===== src/rtl/core/grs_pkg.sv =====
// ----------------------------------------------------------------------------
// grs_pkg: shared types and constants for the gaze region statistics block
// Holds the region table size, field widths, mode codes and the probe beat
// that travels along the chain of region cells.
// ----------------------------------------------------------------------------
package grs_pkg;

    localparam int MAX_REGIONS = 32;
    localparam int REGION_BITS = 5;
    localparam int COUNT_BITS  = 6;
    localparam int COORD_BITS  = 12;
    localparam int LABEL_BITS  = 8;
    localparam int DUR_BITS    = 16;
    localparam int FIX_BITS    = 24;
    localparam int DWELL_BITS  = 32;

    localparam logic [FIX_BITS-1:0]   FIX_MAX   = '1;
    localparam logic [DWELL_BITS-1:0] DWELL_MAX = '1;

    // APB register index
    localparam logic REG_REGION_COUNT = 1'b0;

    typedef enum logic [1:0] {
        MODE_LOAD = 2'd0,
        MODE_GAZE = 2'd1,
        MODE_READ = 2'd2,
        MODE_NONE = 2'd3
    } mode_t;

    typedef struct packed {
        logic                   valid;
        logic [1:0]             mode;
        logic [REGION_BITS-1:0] slot;
        logic [COORD_BITS-1:0]  x_pos;
        logic [COORD_BITS-1:0]  y_pos;
        logic [COORD_BITS-1:0]  span_x;
        logic [COORD_BITS-1:0]  span_y;
        logic [LABEL_BITS-1:0]  label;
        logic [DUR_BITS-1:0]    duration;
        logic                   found;
        logic [REGION_BITS-1:0] region;
        logic [LABEL_BITS-1:0]  region_label;
        logic [FIX_BITS-1:0]    fix_total;
        logic [DWELL_BITS-1:0]  dwell_total;
    } probe_t;

endpackage


===== src/rtl/core/grs_cell.sv =====
// ----------------------------------------------------------------------------
// grs_cell: one region slot of the table
// Holds one region's geometry, label and counters, and acts on the probe
// beat that passes through it before handing the beat to the next cell.
// ----------------------------------------------------------------------------
module grs_cell (
    input  logic                          clk,
    input  logic                          rst_n,
    input  logic                          advance,
    input  logic [grs_pkg::REGION_BITS-1:0] cell_index,
    input  logic [grs_pkg::COUNT_BITS-1:0]  in_use,
    input  grs_pkg::probe_t               probe_in,
    output grs_pkg::probe_t               probe_out
);
    import grs_pkg::*;

    logic [COORD_BITS-1:0] left_reg, left_next;
    logic [COORD_BITS-1:0] top_reg, top_next;
    logic [COORD_BITS-1:0] width_reg, width_next;
    logic [COORD_BITS-1:0] height_reg, height_next;
    logic [LABEL_BITS-1:0] label_reg, label_next;
    logic [FIX_BITS-1:0]   fix_reg, fix_next;
    logic [DWELL_BITS-1:0] dwell_reg, dwell_next;
    probe_t                probe_reg, probe_next;

    logic                  slot_live;
    logic                  slot_match;
    logic                  contains;
    logic [COORD_BITS:0]   right_edge;
    logic [COORD_BITS:0]   bottom_edge;
    logic [DWELL_BITS:0]   dwell_sum;
    logic [FIX_BITS-1:0]   fix_inc;
    logic [DWELL_BITS-1:0] dwell_inc;

    assign slot_live   = {1'b0, cell_index} < in_use;
    assign slot_match  = probe_in.slot == cell_index;
    assign right_edge  = {1'b0, left_reg} + {1'b0, width_reg};
    assign bottom_edge = {1'b0, top_reg} + {1'b0, height_reg};
    assign contains    = (probe_in.x_pos >= left_reg) && ({1'b0, probe_in.x_pos} <= right_edge)
                      && (probe_in.y_pos >= top_reg) && ({1'b0, probe_in.y_pos} <= bottom_edge);
    assign dwell_sum   = {1'b0, dwell_reg} + {{(DWELL_BITS-DUR_BITS+1){1'b0}}, probe_in.duration};
    assign fix_inc     = (fix_reg == FIX_MAX) ? fix_reg : fix_reg + 1'b1;
    assign dwell_inc   = dwell_sum[DWELL_BITS] ? DWELL_MAX : dwell_sum[DWELL_BITS-1:0];

    always_comb
    begin
        left_next   = left_reg;
        top_next    = top_reg;
        width_next  = width_reg;
        height_next = height_reg;
        label_next  = label_reg;
        fix_next    = fix_reg;
        dwell_next  = dwell_reg;
        probe_next  = probe_in;
        if (probe_in.valid)
        begin
            unique case (mode_t'(probe_in.mode))
                MODE_LOAD:
                begin
                    if (slot_match)
                    begin
                        left_next   = probe_in.x_pos;
                        top_next    = probe_in.y_pos;
                        width_next  = probe_in.span_x;
                        height_next = probe_in.span_y;
                        label_next  = probe_in.label;
                        fix_next    = '0;
                        dwell_next  = '0;
                        probe_next.found        = 1'b1;
                        probe_next.region       = cell_index;
                        probe_next.region_label = probe_in.label;
                        probe_next.fix_total    = '0;
                        probe_next.dwell_total  = '0;
                    end
                end
                MODE_GAZE:
                begin
                    // first live region that contains the point takes the sample
                    if (!probe_in.found && slot_live && contains)
                    begin
                        fix_next   = fix_inc;
                        dwell_next = dwell_inc;
                        probe_next.found        = 1'b1;
                        probe_next.region       = cell_index;
                        probe_next.region_label = label_reg;
                        probe_next.fix_total    = fix_inc;
                        probe_next.dwell_total  = dwell_inc;
                    end
                end
                MODE_READ:
                begin
                    if (slot_match && slot_live)
                    begin
                        probe_next.found        = 1'b1;
                        probe_next.region       = cell_index;
                        probe_next.region_label = label_reg;
                        probe_next.fix_total    = fix_reg;
                        probe_next.dwell_total  = dwell_reg;
                    end
                end
                default:
                begin
                end
            endcase
        end
    end

    always_ff @(posedge clk or negedge rst_n)
    begin
        if (!rst_n)
        begin
            fix_reg   <= '0;
            dwell_reg <= '0;
            probe_reg <= '0;
        end
        else if (advance)
        begin
            fix_reg   <= fix_next;
            dwell_reg <= dwell_next;
            probe_reg <= probe_next;
        end
    end

    always_ff @(posedge clk)
    begin
        if (advance)
        begin
            left_reg   <= left_next;
            top_reg    <= top_next;
            width_reg  <= width_next;
            height_reg <= height_next;
            label_reg  <= label_next;
        end
    end

    assign probe_out = probe_reg;

endmodule


===== config.mk =====
export PLATFORM = sky130hd
export DESIGN_NAME = grs_cell
export DESIGN_NICKNAME = d
export VERILOG_FILES = /design/src/rtl/core/grs_pkg.sv /design/src/rtl/core/grs_cell.sv
export SDC_FILE = /design/constraint.sdc
export NUM_CORES = 1
export LEC_CHECK = 0
export BUFFER_PORTS_ARGS = -buffer_cell sky130_fd_sc_hd__buf_2
export CORE_MARGIN = 4
export CORE_UTILIZATION = 35
export CTS_CLUSTER_SIZE = 25
export DETAILED_ROUTE_END_ITERATION = 10
export PLACE_DENSITY = 0.63
export SYNTH_ARGS = -nofsm -noshare
export SYNTH_HDL_FRONTEND = slang
export SYNTH_SLANG_ARGS = --single-unit

===== constraint.sdc =====
create_clock -name clk -period 11.7 [get_ports clk]
set_clock_uncertainty 0.1 [all_clocks]
set_input_delay 2.34 -clock clk [delete_from_list [all_inputs] [get_ports clk]]
set_output_delay 2.34 -clock clk [all_outputs]
set_load 0.01 [all_outputs]

# Word-level counts from Yosys, hierarchy flattened
# Cells that the tools add are included.
# totals
elab_cells,60
register_bits,262
out_inout_bits,150
# classes
eq_ne,6
addsub,4
n_mux,13
reduce_logical,11
magnitude_cmp,5
# op_table
operator,n
two-way mux 70 bit,4
case mux 70 bit (3 select lines),1
two-way mux 32 bit,3
two-way mux 24 bit,3
case mux 32 bit (2 select lines),1
case mux 24 bit (2 select lines),1
adder 32 x 16 -> 33 bit,1
adder 12 x 12 -> 13 bit,2
<= comparator 12 x 13 -> 1 bit,2
"adder 24 x 1 -> 24 bit, second input constant",1
"== test 24 bit, second input constant",1
greater-or-equal comparator 12 bit,2
logical AND 1 bit,6
less-than comparator 5 x 6 -> 1 bit,1
== test 5 bit,1
AND reduction 5 bit,1
"!= test 2 bit, second input constant",2
AND reduction 4 bit,1
"== test 2 x 1 -> 1 bit, second input constant",1
"== test 2 bit, second input constant",1
zero test 2 bit,1
nonzero test 2 bit,1
zero test 1 bit,1

# Longest topological paths before layout
# Gate-level depths: netlist of the first run.
# logic_depth
depth_word,9
mapped_depth,22

# Least setup slack after synthesis of the first run
# OpenSTA, ideal clock, no wires.
# synth_timing
path_kind,in2reg
from,input port cell_index[4] (netlist bit)
to,register fix_reg[14]
n_path_buf,1
required_time_ns,11.472
setup_ns,0.128
arrival_ns,5.413
cell_stages,9
slack_ns,6.059
cell_sequence,xnor2_1 > nand3_1 > nor3_1 > nor3b_2 > and2_1 > a21oi_2 > buf_2 > o21ai_0 > o31ai_1
# synth_between
elab_chain_len,5
# synth_rtl
element,line_no,text
start: declaration,grs_cell.sv:10,"input logic [grs_pkg::REGION_BITS-1:0] cell_index,"
less-than comparator 5 x 6 -> 1 bit,grs_cell.sv:35,"assign slot_live = {1'b0, cell_index} < in_use;"
logical AND 1 bit (2 in a row),grs_cell.sv:79,if (!probe_in.found && slot_live && contains)
!= test 2 bit (no source line),n/a,
AND reduction 5 bit (no source line) (*),n/a,
end signal: assignment,grs_cell.sv:118,fix_reg <= fix_next;
end: declaration,grs_cell.sv:22,"logic [FIX_BITS-1:0] fix_reg, fix_next;"
# Every way passes the cells marked *; elsewhere a longest branch is shown, timed or not.
# A chain may end at the register's enable or synchronous reset.

# Final worst setup path of the first run
# layout_timing
from,register top_reg[1]
to,register dwell_reg[30]
# layout_between
elab_chain_len,6
# layout_rtl
element,line_no,text
start: declaration,grs_cell.sv:18,"logic [COORD_BITS-1:0] top_reg, top_next;"
start signal: assignment,grs_cell.sv:129,top_reg <= top_next;
adder 12 x 12 -> 13 bit or greater-or-equal comparator 12 bit (tied branches),"grs_cell.sv:38, grs_cell.sv:40",
<= comparator 12 x 13 -> 1 bit or logical AND 1 bit (tied branches),grs_cell.sv:40,"&& (probe_in.y_pos >= top_reg) && ({1'b0, probe_in.y_pos} <= bottom_edge);"
logical AND 1 bit (*),grs_cell.sv:40,
logical AND 1 bit (*),grs_cell.sv:79,
!= test 2 bit (no source line) (*),n/a,
AND reduction 5 bit (no source line) (*),n/a,
end signal: assignment,grs_cell.sv:119,dwell_reg <= dwell_next;
end: declaration,grs_cell.sv:23,"logic [DWELL_BITS-1:0] dwell_reg, dwell_next;"
# Marked as above.

==> reports/metrics.yaml, run 1 <==
maxCapViolations: 0
dieArea_um2: 47900
utilization_pct: 43.4
cp-end-kind: "flop"
synth_edf_count: 56
required_ns: 12.05
antenna_found_initial: 11
layout-drive-gt1-share_pct: 26.7
nNetsFinal: 2086
synthArstFlopShare_pct: 78.6
tns_ns: 0
ir_worst_vdd_mv: 0.0886
route.detailed.vias_per_inst: 5.65
grt_pass1_wl_um: 81700
rsz0062_at_grt: "false"
cts_setup_buffers: 0
cts_resized: 0
io_pins: 314
grt_max_degree: 77
hp-class: "flop to flop"
max_stage_delay_ns: 0.70
p_per_area_nw_per_um2: 136
place_congestion: 0.885
p_total_mw: 2.56
slew_violations: 0
total_leakage_power_nw: 8.34
avgSynthCellArea_um2: 10.0
drc_errors: 0
postSynthCellCount: 1549
place.port_buffers: 313
yosysSeqAreaShare_pct: 44.0
area_delta_synth_final_pct: 21.2
period_share_pct: 50.2
dp_hpwl_um: 38600
hold_depth: 1
grt_pass1_vias: 13635
grt.overflow.total: 0
syn_area_um2: 15500
fin_area_um2: 18800
die_h_um: 219
synth.net_count: 1809
crit_fanout: 68
ys_warn_count: 0
worst-r2r-cell-count: 20
cts_root_buffer: "clkbuf_16"
timing.rr.start: "top_reg[1]"
setup_violations: 0
crit_chain: "ha_1 > a21o_1 > a21oi_1 > nor2b_1 > o21a_1 > o21ai_0 > nand2b_1 > a41o_1 > o41ai_1 > xor2_1 > ha_1 > and3_1 > nand3_1 > o311a_2 > o211a_2 > nor3_4 > buf_4 > a21o_1 > o311ai_0 > o21ai_0"
clock_sinks: 262
place_area_um2: 17600
cts-buffers-inserted: 34
cpMaxStageDelayCell: "a21o_1"
synth_seq_cells: 262
critPathKind: "flop to flop"
start_util_pct: 35.8
crit_arrival_ns: 6.22
start_kind: "flop"
clkTransAtPathRegs_ns: 0.06
clock_path_buffers: 3
fp-row-count: 76
wl_per_cell_um: 21.9
htree_num_levels: 2
drt_iter0_drc: 1145
holdCritStartpoint: "probe_out[149]"
cts_hold_buf: 0
synth-main-ff-cell: "dfrtp_1"
wl_um: 53600
max_freq_mhz: 170
rrSetupSlack_ns: 5.83
largest_register_ffs: 150
yosysUniqueCellTypes: 87
ant_nets: 0
die_w_um: 219
slew_headroom_pct: 19.6
hold_ws_ns: 0.388
status: "finished clean"
cts_tree: "done"
tightestPinTransition_ns: 1.20
insertion_delay_ns: 0.53
startpoint: "top_reg[1]"
vias: 13798
firstDrtPassIters: 6
fin_crit_ns: 5.87
core_area_um2: 43500
track_usage_pct: 21.7
hold_violations: 0
==> layer usage <==
layer / wire (um) / up-vias / GRT usage, %
met5: 53 / - / 0
met4: 1490 / 10 / 6.61
met3: 4490 / 96 / 4.79
met2: 25000 / 559 / 35.4
met1: 22500 / 6771 / 29.0
li1: - / 6362 / -
==> per-stage QoR <==
stage                     std cells  setup WS, ns
after floorplan                1549          6.06
after global placement         2375          5.78
after detailed placement       2375          5.74
after CTS                      2436          5.84
after global routing           2439          5.36
final                          2442          5.83
==> area by class of cell <==
cell class,instances,area (um^2)
diodes,6,15.0
well taps,585,732
inverters,59,221
flip-flops and latches,262,6840
clock buffers,48,997
fillers,4238,24600
multi-input cells,1139,8090
repair buffers,330,1710
clock inverters,13,235
==> cell usage in the layout, fill, tap and decap left out, drive strengths merged, types with 7 or more instances in the layout <==
master / n
buf: 330
dfrtp: 206
nand2: 130
o21ai: 109
a21oi: 101
nor2: 99
ha: 93
mux2: 82
nand3: 59
inv: 59
edfxtp: 56
clkbuf: 48
xor2: 39
a221oi: 34
a21o: 28
nor3: 23
nand4: 22
xnor2: 21
o31ai: 21
mux2i: 21
o211ai: 20
or3: 17
and2: 17
o221ai: 17
and3: 15
nor2b: 15
a222oi: 13
o21a: 11
nand2b: 11
a31oi: 10
a211o: 9
a211oi: 9
a221o: 8
o2bb2ai: 8
bufinv: 7
o22ai: 7
==> final timing paths <==
| path | endpoint |
|---|---|
| worst max register to register | dwell_reg[30] |
| min in group asynchronous | probe_out[102] |
| worst min register to register | probe_out[149] |
| max in group asynchronous | probe_out[18] |
| worst min-delay path | probe_out[149] |
| worst max-delay path | dwell_reg[30] |
==> cell usage after synthesis, drive strengths merged, types with 39 or more instances <==
cell type    n  area, um^2
o21ai      109         549
a21oi      101         509
clkbuf      53         200
inv         58         218
ha          93        1160
mux2        82         923
nand3       59         295
nor2        99         384
nand2      130         490
edfxtp      56        1680
xor2        39         342
dfrtp      206        5150
==> kinds of logic (layout without fill, tap and decap cells) <==
kind of cell | after synthesis | after routing | synth area share, %
buffers and inverters | 148 | 450 | 4.08
other | 0 | 6 | 0
AND/OR/NAND/NOR | 424 | 424 | 13.3
adder cells (fa/ha/maj) | 96 | 96 | 7.87
flip-flops | 262 | 262 | 44.0
AO/OA/AOI/OAI | 456 | 456 | 20.1
XOR/XNOR | 60 | 60 | 3.38
multiplexers | 103 | 103 | 7.29
==> power breakdown <==
group          internal [mW]  switching, mW
clock network          0.747          0.414
registers              0.995         0.0386
logic                  0.153          0.217
total                   1.89          0.669
==> worst max-delay path: cells and delay by family, from the launching register on <==
family | cells | cell delay [ns]
compound gates | 11 | 3.07
buf+inv | 1 | 0.68
simple gates | 5 | 0.66
xor+xnor | 1 | 0.14
fa+ha+maj | 2 | 0.66
flops | 1 | 0.45
(Power assumes the default switching activity.)
==> run 2, diff against run 1 <==
--- a/config.mk
+++ b/config.mk
@@ -10,7 +10,7 @@
 export CORE_UTILIZATION = 35
 export CTS_CLUSTER_SIZE = 25
 export DETAILED_ROUTE_END_ITERATION = 10
-export PLACE_DENSITY = 0.63
+export PLACE_DENSITY = 0.65
 export SYNTH_ARGS = -nofsm -noshare
 export SYNTH_HDL_FRONTEND = slang
 export SYNTH_SLANG_ARGS = --single-unit
==> constraint.sdc (replaced) <==
create_clock -name clk -period 5.35 [get_ports clk]
set_clock_uncertainty 0.1 [all_clocks]
set_input_delay 1.07 -clock clk [delete_from_list [all_inputs] [get_ports clk]]
set_output_delay 1.07 -clock clk [all_outputs]
set_load 0.01 [all_outputs]
==> reports/metrics.yaml, run 2 (synthesis results as in run 1) <==
cts_tree: "done"
use_met3_pct: 6.44
multi_input_area_um2: 8100
max_stage_delay_ns: 0.39
wl_per_cell_um: 21.7
clkTransAtPathRegs_ns: 0.06
crit_family: "compound AO/OA/AOI/OAI gates"
die_h_um: 219
start_util_pct: 35.8
hold_ws_ns: 0.377
grt_pass1_wl_um: 80300
dieArea_um2: 47900
cp-end-kind: "flop"
setup_violations: 0
antenna_found_initial: 13
cts-buffers-inserted: 34
crit_fanout: 26
total_leakage_power_nw: 8.39
dp_hpwl_um: 38900
drt_iter0_drc: 1375
place_congestion: 0.904
fp-row-count: 76
period_share_pct: 94.4
critPathKind: "flop to flop"
p_per_area_nw_per_um2: 291
clock_sinks: 262
largest_register_ffs: 150
route.detailed.vias_per_inst: 5.65
io_pins: 314
tightestPinTransition_ns: 1.09
start_kind: "flop"
fin_crit_ns: 5.05
layout-drive-gt1-share_pct: 27.5
most-common-layout-cells: "buf_2 (311), dfrtp_1 (206), nand2_1 (129)"
critPathBufInv: 2
cpMaxStageDelayCell: "edfxtp_1"
insertion_delay_ns: 0.54
area_delta_synth_final_pct: 21.7
grt_util_met1_pct: 27.9
seqCellArea_um2: 6840
vias: 13848
grt.overflow.total: 0
grt_max_degree: 91
hold_violations: 0
grt_busiest_layer: "met2"
required_ns: 5.67
rsz0062_at_grt: "false"
grt_use_met2_pct: 34.5
die_w_um: 219
place.port_buffers: 313
drc_errors: 0
slew_violations: 0
fill_cells: 4171
p_total_mw: 5.50
htree_num_levels: 2
tns_ns: 0
track_usage_pct: 21.4
maxCapViolations: 0
final_common_cell: "buf_2"
clock_path_buffers: 3
slew_headroom_pct: 27.2
status: "finished clean"
core_area_um2: 43500
ir_worst_vdd_mv: 0.245
grt_pass1_vias: 13598
cts_setup_buffers: 0
ant_nets: 0
cts_root_buffer: "clkbuf_16"
crit_arrival_ns: 5.37
crit_chain: "ha_1 > a21o_1 > a21oi_1 > o21bai_1 > a211o_1 > a31oi_1 > nor2b_1 > o21a_1 > o41ai_1 > xor2_1 > ha_1 > nand3_1 > nor2_1 > o21a_1 > a211oi_1 > nor3_2 > nor3_4 > buf_12 > nand2_2 > buf_4 > nor2_1 > a211o_2"
wl_um: 53200
firstDrtPassIters: 6
hp-class: "flop to flop"
max_freq_mhz: 198
nNetsFinal: 2096
## run 2: changes by cell type in the layout (fill, tap and decap cells not counted), moves of 2 or more
cell | before | now
buf_12 | 0 | 5
buf_4 | 17 | 22
clkinv_1 | 4 | 0
bufinv_16 | 7 | 4
clkbuf_1 | 8 | 5
clkbuf_8 | 3 | 5
clkinv_4 | 0 | 2
clkinvlp_4 | 0 | 2
## run 2: layer usage
metal | wire length, um | up-vias
met1 | 22300 | 6761
li1 | - | 6397
met2 | 24400 | 582
met4 | 1450 | 12
met5 | 71 | -
met3 | 4950 | 96
## run 2: final cells by class
cell class | count | area share, %
clock buffers | 46 | 5.22
multi-input cells | 1139 | 42.8
well taps | 585 | 3.87
clock inverters | 13 | 0.965
inverters | 59 | 1.17
flip-flops and latches | 262 | 36.1
repair buffers | 340 | 9.76
diodes | 7 | 0.0926
## run 2: final timing paths
kind	startpoint	end	slack, ns	cells past startpoint
worst max-delay path	left_reg[1]	probe_out[36]	0.30	22
worst min-delay path	probe_out[149]	probe_out[149]	0.38	1
worst max register to register	left_reg[1]	probe_out[36]	0.30	22
worst min register to register	probe_out[149]	probe_out[149]	0.38	1
max in group asynchronous	rst_n	probe_out[21]	3.66	2
min in group asynchronous	rst_n	probe_out[134]	0.40	1
## run 2: stage by stage
step / worst slack (ns) / area (um^2) / std cells / util [%]
floorplan: 0.804 / 15500 / 1549 / -
global placement: 0.353 / 17700 / 2385 / 40.8
detailed placement: 0.290 / 17700 / 2385 / 40.8
CTS: 0.259 / 18900 / 2444 / 43.5
global route: 0.00254 / 18900 / 2448 / 43.5
finish: 0.301 / 18900 / 2451 / 43.6
## run 2: report_power, final
group	internal (mW)	switching (mW)
sequential	2.18	0.0806
combinational	0.337	0.484
clock	1.49	0.929
## run 2: worst reg2reg max path: stages, from the launching register on
cell and delay (ns):
edfxtp_1 0.39, ha_1 0.30, a21o_1 0.17, a21oi_1 0.22, o21bai_1 0.11, a211o_1 0.30, a31oi_1 0.26, nor2b_1 0.08
o21a_1 0.19, o41ai_1 0.32, xor2_1 0.13, ha_1 0.31, nand3_1 0.08, nor2_1 0.14, o21a_1 0.16, a211oi_1 0.08
nor3_2 0.35, nor3_4 0.10, buf_12 0.18, nand2_2 0.27, buf_4 0.30, nor2_1 0.11, a211o_2 0.30
## run 2: what timing repair did
action	in CTS	in global routing
endpoints found under the setup margin	0	2
gates resized for setup	0	1
hold buffers	0	0
endpoints found under the hold margin	0	0
==> run 3, diff against run 2 <==
--- a/config.mk
+++ b/config.mk
@@ -5,12 +5,14 @@
 export SDC_FILE = /design/constraint.sdc
 export NUM_CORES = 1
 export LEC_CHECK = 0
+export ABC_AREA = 1
 export BUFFER_PORTS_ARGS = -buffer_cell sky130_fd_sc_hd__buf_2
 export CORE_MARGIN = 4
 export CORE_UTILIZATION = 35
 export CTS_CLUSTER_SIZE = 25
 export DETAILED_ROUTE_END_ITERATION = 10
-export PLACE_DENSITY = 0.65
+export PLACE_DENSITY = 0.64
+export SLEW_MARGIN = 20
 export SYNTH_ARGS = -nofsm -noshare
 export SYNTH_HDL_FRONTEND = slang
 export SYNTH_SLANG_ARGS = --single-unit
==> reports/metrics.yaml, run 3 <==
rrSetupSlack_ns: 0.66
core_area_um2: 49300
rsz0062_at_grt: "false"
synth_edf_count: 56
netlist.area_leader.share_pct: 29.4
cts_root_buffer: "clkbuf_16"
avgSynthCellArea_um2: 7.01
cts-buffers-inserted: 34
grt_pass1_vias: 17389
grt.overflow.total: 0
ir_worst_vdd_mv: 0.163
hold_violations: 0
antenna_found_initial: 8
slew_violations: 0
critPathBufInv: 1
synth_top_area_cell: "dfrtp_1"
dieArea_um2: 53800
place_congestion: 0.928
cp-end-kind: "flop"
start_kind: "flop"
switching_share_pct: 30.3
tightestPinTransition_ns: 1.06
firstDrtPassIters: 6
max_stage_delay_ns: 0.40
drc_errors: 0
layout-drive-gt1-share_pct: 14.5
holdCritStartpoint: "probe_out[145]"
total_leakage_power_nw: 10.7
grt_max_degree: 145
synth-main-ff-cell: "dfrtp_1"
clkTransAtPathRegs_ns: 0.06
cp_common_cell: "a21oi_1"
crit_family: "simple AND/OR/NAND/NOR gates"
status: "finished clean"
cts_setup_buffers: 0
wl_um: 59300
setup_ws_ns: 0.664
start_util_pct: 35.6
largest_register_ffs: 150
route.detailed.vias_per_inst: 5.14
vias: 17715
htree_num_levels: 2
hp-class: "flop to flop"
cts_hold_buf: 0
track_usage_pct: 21.7
most-common-layout-cells: "nand2_1 (803), buf_2 (311), inv_1 (268)"
worst-r2r-cell-count: 25
crit_fanout: 75
final_common_cell: "nand2_1"
place.port_buffers: 313
setup_violations: 0
die_w_um: 232
hold_depth: 2
slew_headroom_pct: 29.0
ys_warn_count: 0
synthArstFlopShare_pct: 78.6
p_comb_share_pct: 19.1
cts_resized: 0
critPathKind: "flop to flop"
synthTopCellsByArea: "dfrtp_1 (29%), nand2_1 (17%), edfxtp_1 (9.6%)"
wl_per_cell_um: 17.2
die_h_um: 232
timing.rr.start: "left_reg[2]"
postSynthCellCount: 2503
fp-row-count: 81
p_int_mw: 4.10
synth_common_cells: "nand2_1 (805), inv_1 (268), a21oi_1 (249), dfrtp_1 (206), o21ai_0 (178)"
p_clk_share_pct: 41.4
nNetsFinal: 3011
synth.net_count: 2763
post-place-ws_ns: 0.729
clock_path_buffers: 3
tns_ns: 0
fin_area_um2: 20900
yosysSeqAreaShare_pct: 39.0
holdPathEnd: "probe_out[145]"
yosysUniqueCellTypes: 43
grt_pass1_wl_um: 94400
dp_hpwl_um: 42900
ant_nets: 0
p_per_area_nw_per_um2: 281
place_area_um2: 19700
syn_area_um2: 17500
cts_tree: "done"
synth.most_common_cell: "nand2_1"
io_pins: 314
fin_crit_ns: 4.69
synth_seq_cells: 262
p_seq_share_pct: 39.4
required_ns: 5.72
max_freq_mhz: 213
p_total_mw: 5.87
clock_sinks: 262
area_delta_synth_final_pct: 19.0
period_share_pct: 87.6
switchingPower_mw: 1.78
insertion_delay_ns: 0.55
cpMaxStageDelayCell: "nand2_4"
drt_iter0_drc: 1555
timing.rr.end: "dwell_reg[18]"
maxCapViolations: 0
crit_arrival_ns: 5.05
## run 3: cell count changes after synthesis, sizes merged, moves of 21 or more
cell and change:
mux2i -21, a21oi +148, mux2 -82, clkbuf +28, o31ai -21, o21ai +91
a221oi -34, nand2 +680, nor2 +65, a21o -24, nand3 +107, inv +211
## run 3: cell type report
cell class	count	area [um^2]
Timing Repair Buffer	331	1750
Clock buffer	48	1010
Tap cell	664	831
Multi-Input combinational cell	1852	9240
Inverter	270	1020
Clock inverter	14	174
Fill cell	5118	28400
Antenna cell	5	12.5
Sequential cell	262	6840
## run 3: tightest hold or removal path, stage by stage (launching register included)
cell,delay (ns)
dfrtp_1,0.33
nand2_1,0.05
nand2_1,0.04
## run 3: layer usage
metal  vias to the layer above  global-route usage, %  wire (um)
li1                       8670                      -          -
met1                      8376                   28.2      25900
met2                       556                   37.0      28100
met3                       107                   3.88       3730
met4                         6                   6.35       1590
met5                         -                      0         40
## run 3: metrics by stage
stage          util (%)  cells  hold WS [ns]
6_report           42.4   3446         0.362
4_1_cts            42.4   3441         0.366
3_3_place_gp       40.0   3379         0.348
5_1_grt            42.4   3445         0.389
2_1_floorplan         -   2503         0.373
3_5_place_dp       40.0   3379         0.353
## run 3: kinds of logic (layout without fill, tap and decap cells)
group / Yosys count / after routing / synth area share [%]
compound gates: 489 / 489 / 14.6
buf+inv: 389 / 663 / 8.64
xor+xnor: 52 / 52 / 2.60
simple gates: 1215 / 1215 / 28.3
other cells: 0 / 5 / 0
fa+ha+maj: 96 / 96 / 6.97
flops: 262 / 262 / 39.0
## run 3: worst max-delay path by stage
stage,startpoint,end,slack [ns],depth (start not counted)
global route,left_reg[2],dwell_reg[18],0.25,25
floorplan,probe_in[144],height_reg[0],0.58,6
finish,left_reg[2],dwell_reg[18],0.66,25
global placement,left_reg[2],dwell_reg[18],0.81,25
detailed placement,left_reg[2],dwell_reg[18],0.73,25
CTS,left_reg[2],dwell_reg[18],0.69,25
## run 3: power groups by stage
stage                     combinational (mW)  clock, mW  sequential (mW)
final                                   1.12       2.43             2.32
after global routing                    1.28       2.59             2.33
after CTS                               1.13       2.51             2.32
after detailed placement                1.13          0             2.35
after global placement                  1.11          0             2.34
after floorplan                        0.621          0             2.38
